<file path="src/rtl/csnd_pkg.sv">
// ----------------------------------------------------------------------------
// csnd_pkg
// Shared types and constants for the cross-set nearest distance core.
// ----------------------------------------------------------------------------
package csnd_pkg;

  localparam int COORD_W = 20;
  localparam int SLOT_W  = 10;
  localparam int CFG_W   = 11;
  localparam int DIFF_W  = COORD_W + 1;
  localparam int DIST_W  = 42;

  // input tdata layout, lowest bit first
  localparam int SLOT_LO = 0;
  localparam int X_LO    = SLOT_LO + SLOT_W;
  localparam int Y_LO    = X_LO + COORD_W;
  localparam int Z_LO    = Y_LO + COORD_W;
  localparam int SET_LO  = Z_LO + COORD_W;
  localparam int IN_DATA_W  = 72;
  localparam int OUT_DATA_W = 48;

  localparam int QUEUE_DEPTH = 4;
  localparam int QPTR_W      = 2;

  localparam logic REQ_LOAD  = 1'b0;
  localparam logic REQ_QUERY = 1'b1;

  localparam logic [DIST_W-1:0] DIST_NONE = '1;

  typedef struct packed {
    logic                      query;
    logic [SLOT_W-1:0]         slot;
    logic signed [COORD_W-1:0] x;
    logic signed [COORD_W-1:0] y;
    logic signed [COORD_W-1:0] z;
    logic                      set_id;
  } item_t;

  typedef struct packed {
    logic signed [COORD_W-1:0] x;
    logic signed [COORD_W-1:0] y;
    logic signed [COORD_W-1:0] z;
    logic                      set_id;
  } particle_t;

  typedef struct packed {
    logic  valid;
    item_t item;
  } queue_head_t;

  typedef enum logic [1:0] {
    ST_IDLE,
    ST_SCAN,
    ST_DRAIN,
    ST_DONE
  } scan_state_t;

endpackage

</file>
<file path="src/rtl/csnd_queue.sv">
// ----------------------------------------------------------------------------
// csnd_queue
// Short item queue between the front and the scan engine.
// ----------------------------------------------------------------------------
module csnd_queue (
  input  logic                   clk,
  input  logic                   rst,
  input  logic                   push,
  input  csnd_pkg::item_t        push_item,
  output logic                   full,
  input  logic                   pop,
  output csnd_pkg::queue_head_t  head
);
  import csnd_pkg::*;

  item_t             slots [QUEUE_DEPTH];
  logic [QPTR_W-1:0] wr_ptr;
  logic [QPTR_W-1:0] rd_ptr;
  logic [QPTR_W:0]   fill;
  logic              do_pop;

  assign full       = (fill == (QPTR_W+1)'(QUEUE_DEPTH));
  assign head.valid = (fill != '0);
  assign head.item  = slots[rd_ptr];
  assign do_pop     = pop && head.valid;

  always_ff @(posedge clk) begin
    if (rst) begin
      wr_ptr <= '0;
      rd_ptr <= '0;
      fill   <= '0;
    end else begin
      if (push) begin
        wr_ptr <= wr_ptr + 1'b1;
      end
      if (do_pop) begin
        rd_ptr <= rd_ptr + 1'b1;
      end
      if (push && !do_pop) begin
        fill <= fill + 1'b1;
      end else if (!push && do_pop) begin
        fill <= fill - 1'b1;
      end
    end
  end

  always_ff @(posedge clk) begin
    if (push) begin
      slots[wr_ptr] <= push_item;
    end
  end

endmodule

</file>
<file path="config.mk">
export PLATFORM = sky130hd
export DESIGN_NAME = csnd_queue
export DESIGN_NICKNAME = d
export VERILOG_FILES = /design/src/rtl/csnd_pkg.sv /design/src/rtl/csnd_queue.sv
export SDC_FILE = /design/constraint.sdc
export NUM_CORES = 1
export LEC_CHECK = 0
export ABC_AREA = 1
export BUFFER_PORTS_ARGS = -buffer_cell sky130_fd_sc_hd__buf_2
export CAP_MARGIN = 20
export CORE_ASPECT_RATIO = 1.75
export CORE_MARGIN = 2
export CORE_UTILIZATION = 45
export DETAILED_ROUTE_END_ITERATION = 16
export PLACE_DENSITY_LB_ADDON = 0.2
export SLEW_MARGIN = 5
export SYNTH_ARGS = -nofsm -noshare
export SYNTH_HDL_FRONTEND = slang
export SYNTH_SLANG_ARGS = --single-unit
</file>
<file path="constraint.sdc">
create_clock -name clk -period 3.3 [get_ports clk]
set_input_delay 0.825 -clock clk [delete_from_list [all_inputs] [get_ports clk]]
set_output_delay 0.825 -clock clk [all_outputs]
set_load 0.005 [all_outputs]
</file>
==> results_dict.tcl, run 1 <==
set metrics [dict create \
    status "finished, final reports clean" \
    cellPowerDensity_nw_per_um2 719 \
    overflow 0 \
    drt_wl_total_um 24900 \
    max_slew_margin_pct 66.4 \
    drt_pass1_iterations 6 \
    cts_buffers 27 \
    finalMaxSlewViolations 0 \
    via_per_inst 5.40 \
    crit_path_top_delay_cell "dfxtp_2" \
    io_pins 150 \
    maxCapViolations 0 \
    synth_top_family_by_area "compound AO/OA/AOI/OAI gates" \
    cts_sinks 297 \
    fin_crit_ps 2980 \
    leakage_nw 4.74 \
    remaining_drc_errors 0 \
    worstPathRequired_ps 2470 \
    cts_setup_buffers 0 \
    cts_tree "yes" \
    fp.dieW_um 125 \
    die_h_um 216 \
    areaGrowthSynthToFinish_pct 17.8 \
    insertion_delay_ps 530 \
    core-area_um2 25200 \
    grt_pass1_vias 6813 \
    antenna_found_initial 8 \
    hpwl_um 15300 \
    r2r_end "fill[2]" \
    grt_max_degree 107 \
    endpoint "head[36]" \
    rsz0062_at_grt "false" \
    ys_top_cells_by_area "edfxtp_1 75%, o21ai_0 5.9%, o22ai_2 5.4%" \
    finClkSkew_ps 7.41 \
    crit_type "reg -> out" \
    synth.yosys.seq_area_share_pct 76.4 \
    setup_ws_ps 318 \
    synth_fa_ha_area_share_pct 0.715 \
    ys_seq_elements 297 \
    ys_types 24 \
    synthTopCellsByCount "288 x edfxtp_1, 137 x o21ai_0, 100 x nor2_1, 50 x nor2_2, 50 x o22ai_2" \
    rr_startpoint "fill[1]" \
    holdWs_ps 505 \
    start_util_pct 45.8 \
    drt_iter0_drc 372 \
    yosysWarnings 0 \
    globalplace.congestion 0.775 \
    path_cells "buf_4, o21ai_0, o22ai_2, buf_2" \
    synth_area_um2 11600 \
    dp_cells 1197 \
    fp-row-count 77 \
    vias 6758 \
    setup_violations 0 \
    synthArstFlopShare_pct 0 \
    wire_per_inst_um 19.9 \
    place_ws_ps 843 \
    synth-xor-area-share_pct 0.0758 \
    reg2reg_slack_ps 1490 \
    setup.worst_path.start_class "flop" \
    htree_levels 1 \
    synth_compound_area_share_pct 13.2 \
    grt_first_pass_wirelength_um 37800 \
    cts.path.max_buffers 3 \
    clkTransAtPathRegs_ps 70 \
    drtAntennaViolNets 0 \
    r2r_cells 12 \
    io_buffers 149 \
    tightest_slew_ps 503 \
    synthMuxAreaShare_pct 0 \
    yosysTopAreaCell "edfxtp_1" \
    worstPathMaxFanout 36 \
    ctsHoldBuffers 0 \
    yosysMostFrequentCell "edfxtp_1" \
    track_usage_pct 18.2 \
    synth_edf_count 288 \
    hold_violations 0 \
    crit_arrival_ps 2160 \
    synth_top_area_share_pct 74.8 \
    critPathMaxStageDelay_ps 520 \
    final_cells 1252 \
    hold_path.class "in -> reg" \
    vdd_drop_max_mv 0.537 \
    synth_ff_type "edfxtp_1" \
    final_layout_size_suffix_gt1_share_pct 34.7 \
    fmax_mhz 335 \
    fin_crit_sh_pct 90.4 \
    synth_fp_nets 841 \
    dieArea_um2 27000 \
    cts.repair.resized 0 \
    finalSetupTns_ps 0 \
    critPathCaptureType "output port" \
    cts.root.buffer_cell "clkbuf_16" \
    yosys.area_share.simple_pct 6.61 \
    nets 992 \
    syn_area_per_cell_um2 15.2 \
    synth_cells 759 \
]
==> stage by stage <==
stage,total power [mW],util (%),area [µm²]
finish,9.78,53.9,13600
global route,10.2,53.9,13600
CTS,9.91,53.9,13600
detailed placement,6.66,50.1,12700
global placement,6.63,50.1,12700
floorplan,5.83,-,11600
==> worst max-delay path: cells and delay by family, from the launching register on <==
family | cells | cell delay (ps)
compound gates | 2 | 450
buf+inv | 2 | 600
flops | 1 | 520
==> final cells by class <==
cell class,count,area [µm²]
Fill cell,2107,11600
Sequential cell,297,8830
Multi-Input combinational cell,400,2380
Timing Repair Buffer,168,976
Clock buffer,27,676
Tap cell,316,395
Clock inverter,22,263
Inverter,16,72.6
Antenna cell,6,15.0
==> state kept, by name, summed over array words and instances, names as in the netlist, named ones only <==
| register | flops |
|---|---|
| slots | 288 |
| wr_ptr | 2 |
| fill | 3 |
| rd_ptr | 2 |
==> placed cells by master, fill, tap and decap left out, types with 2 or more instances in the layout <==
cell / instances
a21oi_1: 5
buf_12: 7
buf_2: 149
buf_4: 12
bufinv_16: 5
clkbuf_16: 27
clkinv_1: 2
clkinv_2: 10
clkinv_4: 3
clkinvlp_4: 3
dfxtp_1: 7
diode_2: 6
edfxtp_1: 288
ha_1: 5
inv_1: 10
inv_6: 4
nand2_1: 15
nand3_1: 3
nor2_1: 100
nor2_2: 50
o21ai_0: 137
o21ai_1: 10
o22ai_1: 22
o22ai_2: 50
==> metal layers <==
metal / wire [µm] / vias to the layer above / global-route usage (%)
li1: - / 3155 / -
met1: 9500 / 3364 / 21.1
met2: 13200 / 187 / 32.4
met3: 1240 / 50 / 3.10
met4: 934 / 2 / 8.63
met5: 13 / - / 0
==> where the power goes <==
part / internal, mW / switching, mW / leakage [nW]
Combinational: 0.794 / 1.33 / 1.56
Clock: 1.91 / 1.35 / 0.456
Sequential: 4.33 / 0.0721 / 2.72
==> how the worst min path moves through the flow <==
stage	startpoint	cells past startpoint	to	slack, ps
after floorplan	rd_ptr[1]	2	flop	460
after detailed placement	rd_ptr[0]	2	rd_ptr[0]	510
after global placement	rd_ptr[0]	2	rd_ptr[0]	500
after global routing	push_item[35]	1	slots[1][35]	480
final	push_item[20]	1	slots[0][20]	500
after CTS	push_item[20]	1	slots[0][20]	480
==> cell families after synthesis <==
| logic type | Yosys count |
|---|---|
| simple gates | 169 |
| fa+ha+maj | 6 |
| flops | 297 |
| buf+inv | 62 |
| xor+xnor | 1 |
| compound gates | 224 |
Power figures use the tool's default switching activity.
==> inputs of run 2 (changes only) <==
ABC_AREA = unset   (was 1)
CELL_PAD_IN_SITES_DETAIL_PLACEMENT = 1   (was unset)
CELL_PAD_IN_SITES_GLOBAL_PLACEMENT = 1   (was unset)
CORE_MARGIN = 3   (was 2)
==> results_dict.tcl, run 2 <==
set metrics [dict create \
    status "finished, final reports clean" \
    dp_cells 868 \
    final_layout_size_suffix_gt1_share_pct 44.2 \
    tightest_slew_ps 587 \
    critPathCaptureType "output port" \
    vias 4859 \
    areaGrowthSynthToFinish_pct 17.8 \
    cts.path.max_buffers 3 \
    cts_buffers 27 \
    globalplace.congestion 0.706 \
    finalMaxSlewViolations 0 \
    fp.dieW_um 124 \
    cts.repair.resized 0 \
    crit_type "reg -> out" \
    syn_area_per_cell_um2 26.0 \
    ys_types 22 \
    via_per_inst 5.30 \
    start_util_pct 46.2 \
    ctsHoldBuffers 0 \
    dieArea_um2 26200 \
    path_cells "buf_4, mux4_2, buf_2" \
    ys_top_cells_by_area "edfxtp_1 79%, mux4_2 14%, dfxtp_1 1.7%" \
    ys_seq_elements 297 \
    crit_path_top_delay_cell "dfxtp_4" \
    grt_first_pass_wirelength_um 32900 \
    fin_total_pwr_mw 9.14 \
    clkTransAtPathRegs_ps 60 \
    path_delay_family "flip-flops" \
    crit_arrival_ps 2240 \
    hpwl_um 13700 \
    worstPathMaxFanout 26 \
    final_cells 917 \
    overflow 0 \
    fmax_mhz 326 \
    synth_top_area_share_pct 79.3 \
    setup_violations 0 \
    core-area_um2 23600 \
    yosysTopAreaCell "edfxtp_1" \
    dr.max_layer_used "met5" \
    final_core_util_pct 54.4 \
    cts_sinks 297 \
    vdd_drop_max_mv 0.427 \
    drt_pass1_iterations 4 \
    wl_met3_um 1060 \
    grt_max_degree 47 \
    critPathMaxStageDelay_ps 720 \
    largest_register "slots" \
    final_cell_mix "288 x edfxtp_1, 149 x buf_2, 70 x mux4_2" \
    fin_crit_sh_pct 93.0 \
    synthTopCellsByCount "288 x edfxtp_1, 70 x mux4_2, 9 x dfxtp_1" \
    leakage_nw 4.30 \
    max_slew_margin_pct 60.9 \
    wl_met1_um 7650 \
    synth_cells 420 \
    fp-row-count 74 \
    antenna_cells 0 \
    worstPathRequired_ps 2470 \
    synth_area_um2 10900 \
    yosysMostFrequentCell "edfxtp_1" \
    setup_ws_ps 230 \
    remaining_drc_errors 0 \
    drtAntennaViolNets 0 \
    fin_crit_ps 3070 \
    final_common_cell "edfxtp_1" \
    track_usage_pct 16.9 \
    insertion_delay_ps 520 \
    place_ws_ps 693 \
    cts_tree "yes" \
    hold_path.class "in -> reg" \
    synthArstFlopShare_pct 0 \
    synth_edf_count 288 \
    rsz0062_at_grt "false" \
    finClkSkew_ps 13.2 \
    io_buffers 149 \
    drt_iter0_drc 225 \
    io_pins 150 \
    path_buf_inv 2 \
    synth_ff_type "edfxtp_1" \
    cts_setup_buffers 0 \
    synth.yosys.seq_area_share_pct 80.9 \
    hold_violations 0 \
    cts.root.buffer_cell "clkbuf_16" \
    grt_pass1_vias 5596 \
    finalSetupTns_ps 0 \
    largest_reg_flops 288 \
    htree_levels 1 \
    yosysWarnings 0 \
    routed-wl-met2_um 12300 \
    drt_wl_total_um 21400 \
    die_h_um 212 \
    antenna_found_initial 3 \
    synth_fp_nets 502 \
    setup.worst_path.start_class "flop" \
    maxCapViolations 0 \
    nets 675 \
    reg_top3 "slots (288), fill (3)" \
    cellPowerDensity_nw_per_um2 712 \
    wire_per_inst_um 23.3 \
]
==> run 2: changes by cell type in the layout (fill, tap and decap cells not counted), moves of 15 or more <==
cell     change
nor2_2      -50
o22ai_1     -22
mux4_2      +70
nand2_1     -15
o21ai_0    -136
o22ai_2     -50
nor2_1      -93
==> run 2: area by class of cell <==
type,count,area [µm²]
clock inverters,16,100
flip-flops and latches,297,8840
multi-input cells,103,1880
clock buffers,33,698
repair buffers,161,936
well taps,304,380
inverters,3,11.3
fillers,2075,10800
==> run 2: layer usage <==
layer  track usage [%]  up-vias
met4              4.09        6
met2              31.8      114
met3              3.34       25
li1                  -     2145
met1              19.5     2569
met5                 0        -
==> run 2: power by group <==
group | leakage, nW | switching [mW] | internal [mW]
combinational | 1.19 | 0.746 | 1.01
clock | 0.388 | 1.26 | 1.58
sequential | 2.72 | 0.197 | 4.35
==> run 2: worst paths after layout <==
kind / depth (start not counted) / end / start / slack, ps
setup / recovery: 3 / head[68] / flop / 230
setup reg to reg: 7 / fill[2] / fill[0] / 1130
hold / removal: 1 / slots[0][54] / push_item[54] / 520
hold reg to reg: 2 / rd_ptr[1] / rd_ptr[1] / 540
==> run 2: kinds of logic after synthesis <==
group	after synthesis	synth area share (%)
flops	297	80.9
mux	74	15.1
buf+inv	20	1.88
simple gates	14	0.654
fa+ha+maj	6	0.757
xor+xnor	5	0.401
compound gates	4	0.241
==> run 2: stage by stage <==
step / area, µm² / hold slack, ps
after floorplan: 10900 / 484
after global placement: 12000 / 502
after detailed placement: 12000 / 532
after CTS: 12800 / 486
after global routing: 12800 / 496
final: 12800 / 517
==> run 2: worst reg2reg max path, cell delays in order, from the launching register on <==
cell and delay [ps]:
dfxtp_1 380, o31ai_1 380, ha_1 250, inv_1 60, fa_1 370, xor2_1 170
or3_1 310, a21oi_1 170
