--- config.mk ---
export PLATFORM = sky130hd
export DESIGN_NAME = csnd_front
export DESIGN_NICKNAME = d
export VERILOG_FILES = /design/src/rtl/csnd_pkg.sv /design/src/rtl/csnd_front.sv
export SDC_FILE = /design/constraint.sdc
export NUM_CORES = 1
export LEC_CHECK = 0
export BUFFER_PORTS_ARGS = -buffer_cell sky130_fd_sc_hd__buf_4
export CAP_MARGIN = 10
export CELL_PAD_IN_SITES_DETAIL_PLACEMENT = 1
export CELL_PAD_IN_SITES_GLOBAL_PLACEMENT = 2
export CORE_MARGIN = 4
export CORE_UTILIZATION = 24
export CTS_CLUSTER_DIAMETER = 30
export DETAILED_ROUTE_END_ITERATION = 10
export PLACE_DENSITY_LB_ADDON = 0.3
export SLEW_MARGIN = 15
export SYNTH_ARGS = -nofsm -noshare
export SYNTH_HDL_FRONTEND = slang
export SYNTH_SLANG_ARGS = --single-unit
export TNS_END_PERCENT = 10
--- constraint.sdc ---
create_clock -name clk -period 2.3 [get_ports clk]
set_input_delay 0.115 -clock clk [delete_from_list [all_inputs] [get_ports clk]]
set_output_delay 0.115 -clock clk [all_outputs]
set_load 0.005 [all_outputs]
--- src/rtl/csnd_pkg.sv ---
// ----------------------------------------------------------------------------
// csnd_pkg
// Shared types and constants for the cross-set nearest distance core.
// ----------------------------------------------------------------------------
package csnd_pkg;

  localparam int COORD_W = 20;
  localparam int SLOT_W  = 10;
  localparam int CFG_W   = 11;
  localparam int DIFF_W  = COORD_W + 1;
  localparam int DIST_W  = 42;

  // input tdata layout, lowest bit first
  localparam int SLOT_LO = 0;
  localparam int X_LO    = SLOT_LO + SLOT_W;
  localparam int Y_LO    = X_LO + COORD_W;
  localparam int Z_LO    = Y_LO + COORD_W;
  localparam int SET_LO  = Z_LO + COORD_W;
  localparam int IN_DATA_W  = 72;
  localparam int OUT_DATA_W = 48;

  localparam int QUEUE_DEPTH = 4;
  localparam int QPTR_W      = 2;

  localparam logic REQ_LOAD  = 1'b0;
  localparam logic REQ_QUERY = 1'b1;

  localparam logic [DIST_W-1:0] DIST_NONE = '1;

  typedef struct packed {
    logic                      query;
    logic [SLOT_W-1:0]         slot;
    logic signed [COORD_W-1:0] x;
    logic signed [COORD_W-1:0] y;
    logic signed [COORD_W-1:0] z;
    logic                      set_id;
  } item_t;

  typedef struct packed {
    logic signed [COORD_W-1:0] x;
    logic signed [COORD_W-1:0] y;
    logic signed [COORD_W-1:0] z;
    logic                      set_id;
  } particle_t;

  typedef struct packed {
    logic  valid;
    item_t item;
  } queue_head_t;

  typedef enum logic [1:0] {
    ST_IDLE,
    ST_SCAN,
    ST_DRAIN,
    ST_DONE
  } scan_state_t;

endpackage

--- src/rtl/csnd_front.sv ---
// ----------------------------------------------------------------------------
// csnd_front
// Input stage: takes stream transfers, decodes them into items and drops
// loads aimed past the end of the store.
// ----------------------------------------------------------------------------
module csnd_front #(
  parameter int MAX_PARTICLES = 1024
) (
  input  logic                            clk,
  input  logic                            rst,
  input  logic                            in_valid,
  output logic                            in_ready,
  input  logic [csnd_pkg::IN_DATA_W-1:0]  in_data,
  input  logic                            in_kind,
  output logic                            push,
  output csnd_pkg::item_t                 push_item,
  input  logic                            q_full
);
  import csnd_pkg::*;

  logic  held;
  item_t item;
  logic  keep;
  logic  advance;

  assign keep      = item.query || (32'(item.slot) < 32'(MAX_PARTICLES));
  assign push      = held && keep && !q_full;
  assign advance   = !held || !keep || !q_full;
  assign in_ready  = advance;
  assign push_item = item;

  always_ff @(posedge clk) begin
    if (rst) begin
      held <= 1'b0;
    end else if (advance) begin
      held <= in_valid;
    end
  end

  always_ff @(posedge clk) begin
    if (advance && in_valid) begin
      item.query  <= (in_kind == REQ_QUERY);
      item.slot   <= in_data[SLOT_LO +: SLOT_W];
      item.x      <= in_data[X_LO +: COORD_W];
      item.y      <= in_data[Y_LO +: COORD_W];
      item.z      <= in_data[Z_LO +: COORD_W];
      item.set_id <= in_data[SET_LO];
    end
  end

endmodule

==> flow_summary_export.csv, run 1 <==
group,metric,value,unit
logic_synthesis,netlist.area_leader.share,97.8,%
layout,diodes,0,
global_route,grtUsageTotal,13.2,%
global_route,grt_pass1_wl,10.8,mm
floorplanning,io_pins,151,
setup_path,ff2ff_path_depth,3,
global_route,overflow,0,
place,place_ws,0.851,ns
routing,vias_per_cell,3.95,
setup_path,reg2reg_to,"push_item[0]$_DFFE_PP_",
sta,fin_tns_setup,0,ns
run_status,status,"finished, final reports clean",
routing,drt_first_pass_iters,4,
power_and_ir_drop,p_total,2.78,mW
sta,rsz0062_at_grt,"false",
setup_path,crit_path_max_incr_delay,0.37,ns
routing,wl,6.90,mm
floorplanning,die_x,104,um
layout,drive_above_1_share,51.4,%
sta,finalHoldViolations,0,
setup_path,worstPathMaxFanout,47,
place,gp_congestion,0.706,
layout,utilization,49.5,%
routing,drc,0,
setup_path,path_cells,"nand2_1 -> and2_4 -> buf_12",
floorplanning,start_util,25.0,%
setup_path,reg2reg_from,"held$_SDFFE_PP0P_",
routing,vias,1677,
routing,wl_per_cell,16.2,um
clock_network,clock-sinks,73,
power_and_ir_drop,peakVddDrop,321,uV
routing,ant_nets,0,
sta,drv_slew,0,
global_route,grt_pass1_vias,1996,
logic_synthesis,avgSynthCellArea,28.3,sq um
floorplanning,dieArea,10800,sq um
power_and_ir_drop,comb_power_share,13.4,%
logic_synthesis,synth.most_common_cell,"edfxtp_1",
power_and_ir_drop,internal_power,2.18,mW
routing,drtIter0Drc,59,
setup_path,crit_family,"simple AND/OR/NAND/NOR gates",
power_and_ir_drop,p_per_area,635,nW/um^2
clock_network,cts_tree,"built",
setup_path,arrival,1.45,ns
logic_synthesis,yosys.area.top_type,"edfxtp_1",
setup_path,critPathCapture,"push_item[0]$_DFFE_PP_",
sta,fin_crit,1.44,ns
setup_path,cp_num_buf_inv,1,
job,drv_cap,0,
logic_synthesis,syn_inst,78,
setup_path,crit_type,"reg2reg",
layout,fin_nets,390,
logic_synthesis,synth-async-reset-ratio,0,%
sta,max_freq,694,MHz
logic_synthesis,synthDistinctLibCells,7,
hold_path,hp-class,"in2reg",
clock_network,cts_resized,0,
floorplanning,rows,34,
clock_network,numCtsBuffers,9,
layout,area_growth,98.2,%
setup_path,ff2ff_setup_slack,0.86,ns
clock_network,clkTransAtPathRegs,0.08,ns
logic_synthesis,yosysSeqAreaShare,98.8,%
power_and_ir_drop,swShare,21.4,%
logic_synthesis,yosysWarningCount,0,
power_and_ir_drop,pwr-share-clk,30.0,%
clock_network,htree_num_levels,3,
sta,worst_slack,0.859,ns
power_and_ir_drop,p_sw,0.595,mW
sta,setup_viol,0,
sta,finClkSkew,0.00949,ns
clock_network,insertion_delay,0.34,ns
sta,post-route-period-util,62.6,%
setup_path,end_kind,"flop",
logic_synthesis,synth_area_leaders,"edfxtp_1 (98%), dfxtp_1 (0.91%), and2b_2 (0.40%)",
logic_synthesis,ys_ff_latch,73,
sta,hold_slack,0.345,ns
clock_network,cts_root_buf,"clkbuf_8",
place,io_buffers,149,
global_route,antenna_found_initial,0,
layout,fillers,890,
floorplanning,die_h,104,um
logic_synthesis,ys.flop_type,"edfxtp_1",
sta,worst_pin_slew,0.361,ns
power_and_ir_drop,seqPwrFrac,56.6,%
logic_synthesis,synth_edf_count,72,
setup_path,critPathRequiredTime,2.31,ns
setup_path,cp.depth,3,
sta,max_slew_margin,76.0,%
power_and_ir_drop,total_leakage_power,1.83,nW
logic_synthesis,syn_area,2210,sq um
floorplanning,coreArea,8850,sq um
global_route,grt_max_degree,48,
setup_path,critPathLaunchType,"flop",
setup_path,crit_start,"held$_SDFFE_PP0P_",
clock_network,clk_path_buf_depth,2,
logic_synthesis,syn_nets,155,
setup_path,cp_slowest_cell,"and2_4",
[metrics by stage]
step	instance area, sq um	std cells
after detailed placement	3490	336
after global placement	3490	336
final	4380	425
after floorplan	2210	78
after CTS	4380	425
after global routing	4380	425
[cells by family after synthesis]
| kind of cell | after synthesis | share of synthesized area, % |
|---|---|---|
| DFF | 73 | 98.8 |
| and+or+nand+nor | 4 | 1.02 |
| AOI/OAI and AO/OA | 1 | 0.226 |
[placed cells by master, fill, tap and decap left out]
cell / n
clkbuf_1: 2
edfxtp_1: 72
and2b_2: 1
clkbuf_8: 9
clkinv_4: 1
dfxtp_1: 1
nor2_1: 1
buf_4: 149
a21oi_1: 1
clkinv_1: 2
and2_4: 1
buf_12: 1
clkinv_2: 1
nand2_1: 1
dlygate4sd3_1: 74
[how the worst min path moves through the flow]
| stage | startpoint | to | slack [ns] | cells past startpoint |
|---|---|---|---|---|
| after global placement | rst | held$_SDFFE_PP0P_ | 0.27 | 2 |
| after global routing | in_valid | push_item[44]$_DFFE_PP_ | 0.34 | 2 |
| after CTS | in_valid | push_item[3]$_DFFE_PP_ | 0.33 | 2 |
| final | in_valid | push_item[3]$_DFFE_PP_ | 0.35 | 2 |
| after detailed placement | rst | held$_SDFFE_PP0P_ | 0.28 | 2 |
| after floorplan | rst | held$_SDFFE_PP0P_ | 0.19 | 1 |
[metal layers]
metal	vias to the layer above	track usage [%]	part of all wire [%]
met1	807	12.3	32
li1	779	-	-
met3	11	7.01	9.1
met2	80	24.3	57
met4	0	4.84	2.2
met5	-	0	0
[state kept, by name, indices dropped and copies added (netlist names)]
name       flops
held           1
push_item     72
[repair_timing]
item | 4_1_cts | 5_1_grt
hold buffers | 74 | 0
setup buffers | 0 | 0
endpoints found under the setup margin | 0 | 0
endpoints found under the hold margin | 73 | 0
[cell type report]
cell class | count | area (sq um) | area share, %
well taps | 108 | 135 | 3.09
clock inverters | 4 | 21.3 | 0.486
repair buffers | 224 | 1880 | 42.9
flip-flops and latches | 73 | 2180 | 49.8
multi-input cells | 5 | 30.0 | 0.686
clock buffers | 11 | 131 | 3.00
[power groups by stage]
stage | Sequential, mW | Combinational, mW | Clock (mW)
floorplan | 1.62 | 0.0260 | 0
global placement | 1.60 | 0.266 | 0
detailed placement | 1.60 | 0.270 | 0
CTS | 1.57 | 0.374 | 0.869
global route | 1.58 | 0.400 | 0.944
finish | 1.57 | 0.371 | 0.835
No activity file was read; power rests on OpenSTA's default activity.
==> inputs of run 2 (changes only) <==
Settings changed: CORE_UTILIZATION 24 to 26.
Clock period 2.3 ns to 1.4 ns, I/O delays scaled along.
==> run 2 against run 1 <==
Critical path depth unchanged. Largest power group unchanged. Register-to-register slack worse by 0.65 ns. Sequential power up 65%. Via count up 0.30%. Clock skew down 0.0011 ns. First-iteration DRC count down 49%. Core utilization up 4.1 points. Fmax up 21%. Largest cell class unchanged.
==> flow_summary_export.csv, run 2 (synthesis gave the netlist of run 1 again) <==
group,metric,value,unit
hold_path,hp-class,"in2reg",
sta,fin_tns_setup,0,ns
job,drv_cap,0,
power_and_ir_drop,internal_power,3.79,mW
place,gp_congestion,0.667,
clock_network,clkTransAtPathRegs,0.07,ns
power_and_ir_drop,comb_power_share,13.0,%
power_and_ir_drop,total_leakage_power,1.86,nW
layout,multi_input_area,30.0,sq um
routing,vias,1682,
global_route,grt_pass1_wl,9.74,mm
power_and_ir_drop,swShare,19.7,%
setup_path,ff2ff_setup_slack,0.21,ns
clock_network,cts_root_buf,"clkbuf_8",
layout,area_growth,100,%
run_status,status,"finished, final reports clean",
sta,setup_viol,0,
layout,fillers,794,
routing,drt_first_pass_iters,4,
clock_network,clock-sinks,73,
sta,post-route-period-util,85.2,%
floorplanning,rows,33,
sta,max_freq,839,MHz
floorplanning,die_h,100,um
routing,drtIter0Drc,30,
clock_network,htree_num_levels,3,
sta,hold_slack,0.300,ns
routing,wl,6.43,mm
routing,wl_per_cell,15.2,um
power_and_ir_drop,p_per_area,1070,nW/um^2
setup_path,crit_type,"reg2reg",
sta,max_slew_margin,82.4,%
setup_path,arrival,1.20,ns
floorplanning,dieArea,10000,sq um
sta,fin_crit,1.19,ns
place,dp.cells,334,
sta,finClkSkew,0.00840,ns
layout,diodes,0,
routing,vias_per_cell,3.97,
clock_network,clk_path_buf_depth,2,
floorplanning,start_util,26.8,%
layout,largest_register_ffs,72,
clock_network,insertion_delay,0.33,ns
clock_network,cts_tree,"built",
layout,final_cell_mix,"buf_4 (149), dlygate4sd3_1 (74), edfxtp_1 (72), clkbuf_8 (9), clkbuf_1 (3)",
floorplanning,die_x,100,um
setup_path,critPathRequiredTime,1.41,ns
layout,drive_above_1_share,51.7,%
power_and_ir_drop,p_sw,0.928,mW
power_and_ir_drop,seqPwrFrac,54.9,%
floorplanning,coreArea,8260,sq um
power_and_ir_drop,peakVddDrop,541,uV
global_route,grtUsageTotal,13.2,%
sta,finalHoldViolations,0,
global_route,antenna_found_initial,0,
layout,utilization,53.5,%
setup_path,critPathLaunchType,"flop",
clock_network,cts_resized,0,
sta,drv_slew,0,
sta,rsz0062_at_grt,"false",
setup_path,worstPathMaxFanout,48,
global_route,grt_pass1_vias,1851,
clock_network,numCtsBuffers,9,
layout,layout_commonest_cell,"buf_4",
setup_path,end_kind,"flop",
routing,drc,0,
layout,final_cells,424,
floorplanning,io_pins,151,
layout,fin_nets,391,
routing,ant_nets,0,
layout,seq_area,2180,sq um
global_route,grt_max_degree,49,
sta,worst_pin_slew,0.264,ns
global_route,overflow,0,
power_and_ir_drop,pwr-share-clk,32.1,%
clock_network,post-cts-setup-buffers,0,
place,io_buffers,149,
## run 2: cell count changes in the layout (fill, tap and decap cells not counted)
cell       change
clkinv_1       -1
clkinv_4       -1
buf_12         +1
clkbuf_1       +1
clkinv_2       +1
bufinv_16      +1
## run 2: per-layer routing
| metal | track usage, % | part of all wire, % | up-vias |
|---|---|---|---|
| met1 | 13.8 | 35 | 783 |
| met5 | 0 | 0 | - |
| met3 | 6.81 | 14 | 7 |
| met2 | 21.8 | 50 | 107 |
| met4 | 6.22 | 1.4 | 0 |
| li1 | - | - | 785 |
## run 2: path summary, 6_finish.rpt
kind,start,end,cells past startpoint
setup / recovery,held$_SDFFE_PP0P_,push_item[47]$_DFFE_PP_,3
hold / removal,in_valid,push_item[16]$_DFFE_PP_,3
setup reg to reg,held$_SDFFE_PP0P_,push_item[47]$_DFFE_PP_,3
hold reg to reg,held$_SDFFE_PP0P_,push_item[16]$_DFFE_PP_,3
## run 2: final cells by class
cell class / count / area share [%]
well taps: 105 / 2.97
clock inverters: 4 / 0.990
flip-flops and latches: 73 / 49.3
clock buffers: 12 / 3.06
multi-input cells: 5 / 0.679
repair buffers: 225 / 43.0
## run 2: power groups by stage
stage / clock (mW) / combinational, mW / sequential, mW
floorplan: 0 / 0.0440 / 2.65
global placement: 0 / 0.440 / 2.63
detailed placement: 0 / 0.449 / 2.64
CTS: 1.59 / 0.619 / 2.59
global route: 1.70 / 0.662 / 2.60
finish: 1.51 / 0.615 / 2.59
## run 2: critical path: stages (launching register included)
cell and delay [ns]:
dfxtp_1 0.33, nand2_1 0.08, and2_4 0.18, buf_12 0.25
## run 2: what timing repair did
item	CTS	global route
setup endpoints to repair	0	0
hold buffers	74	0
endpoints found under the hold margin	73	0
## run 2: metrics by stage
| step | setup WS, ns | power [mW] | cell area, sq um |
|---|---|---|---|
| floorplan | 0.0332 | 2.70 | 2210 |
| global placement | 0.256 | 3.07 | 3500 |
| detailed placement | 0.236 | 3.08 | 3500 |
| CTS | 0.224 | 4.80 | 4420 |
| global route | 0.150 | 4.96 | 4420 |
| finish | 0.208 | 4.72 | 4420 |
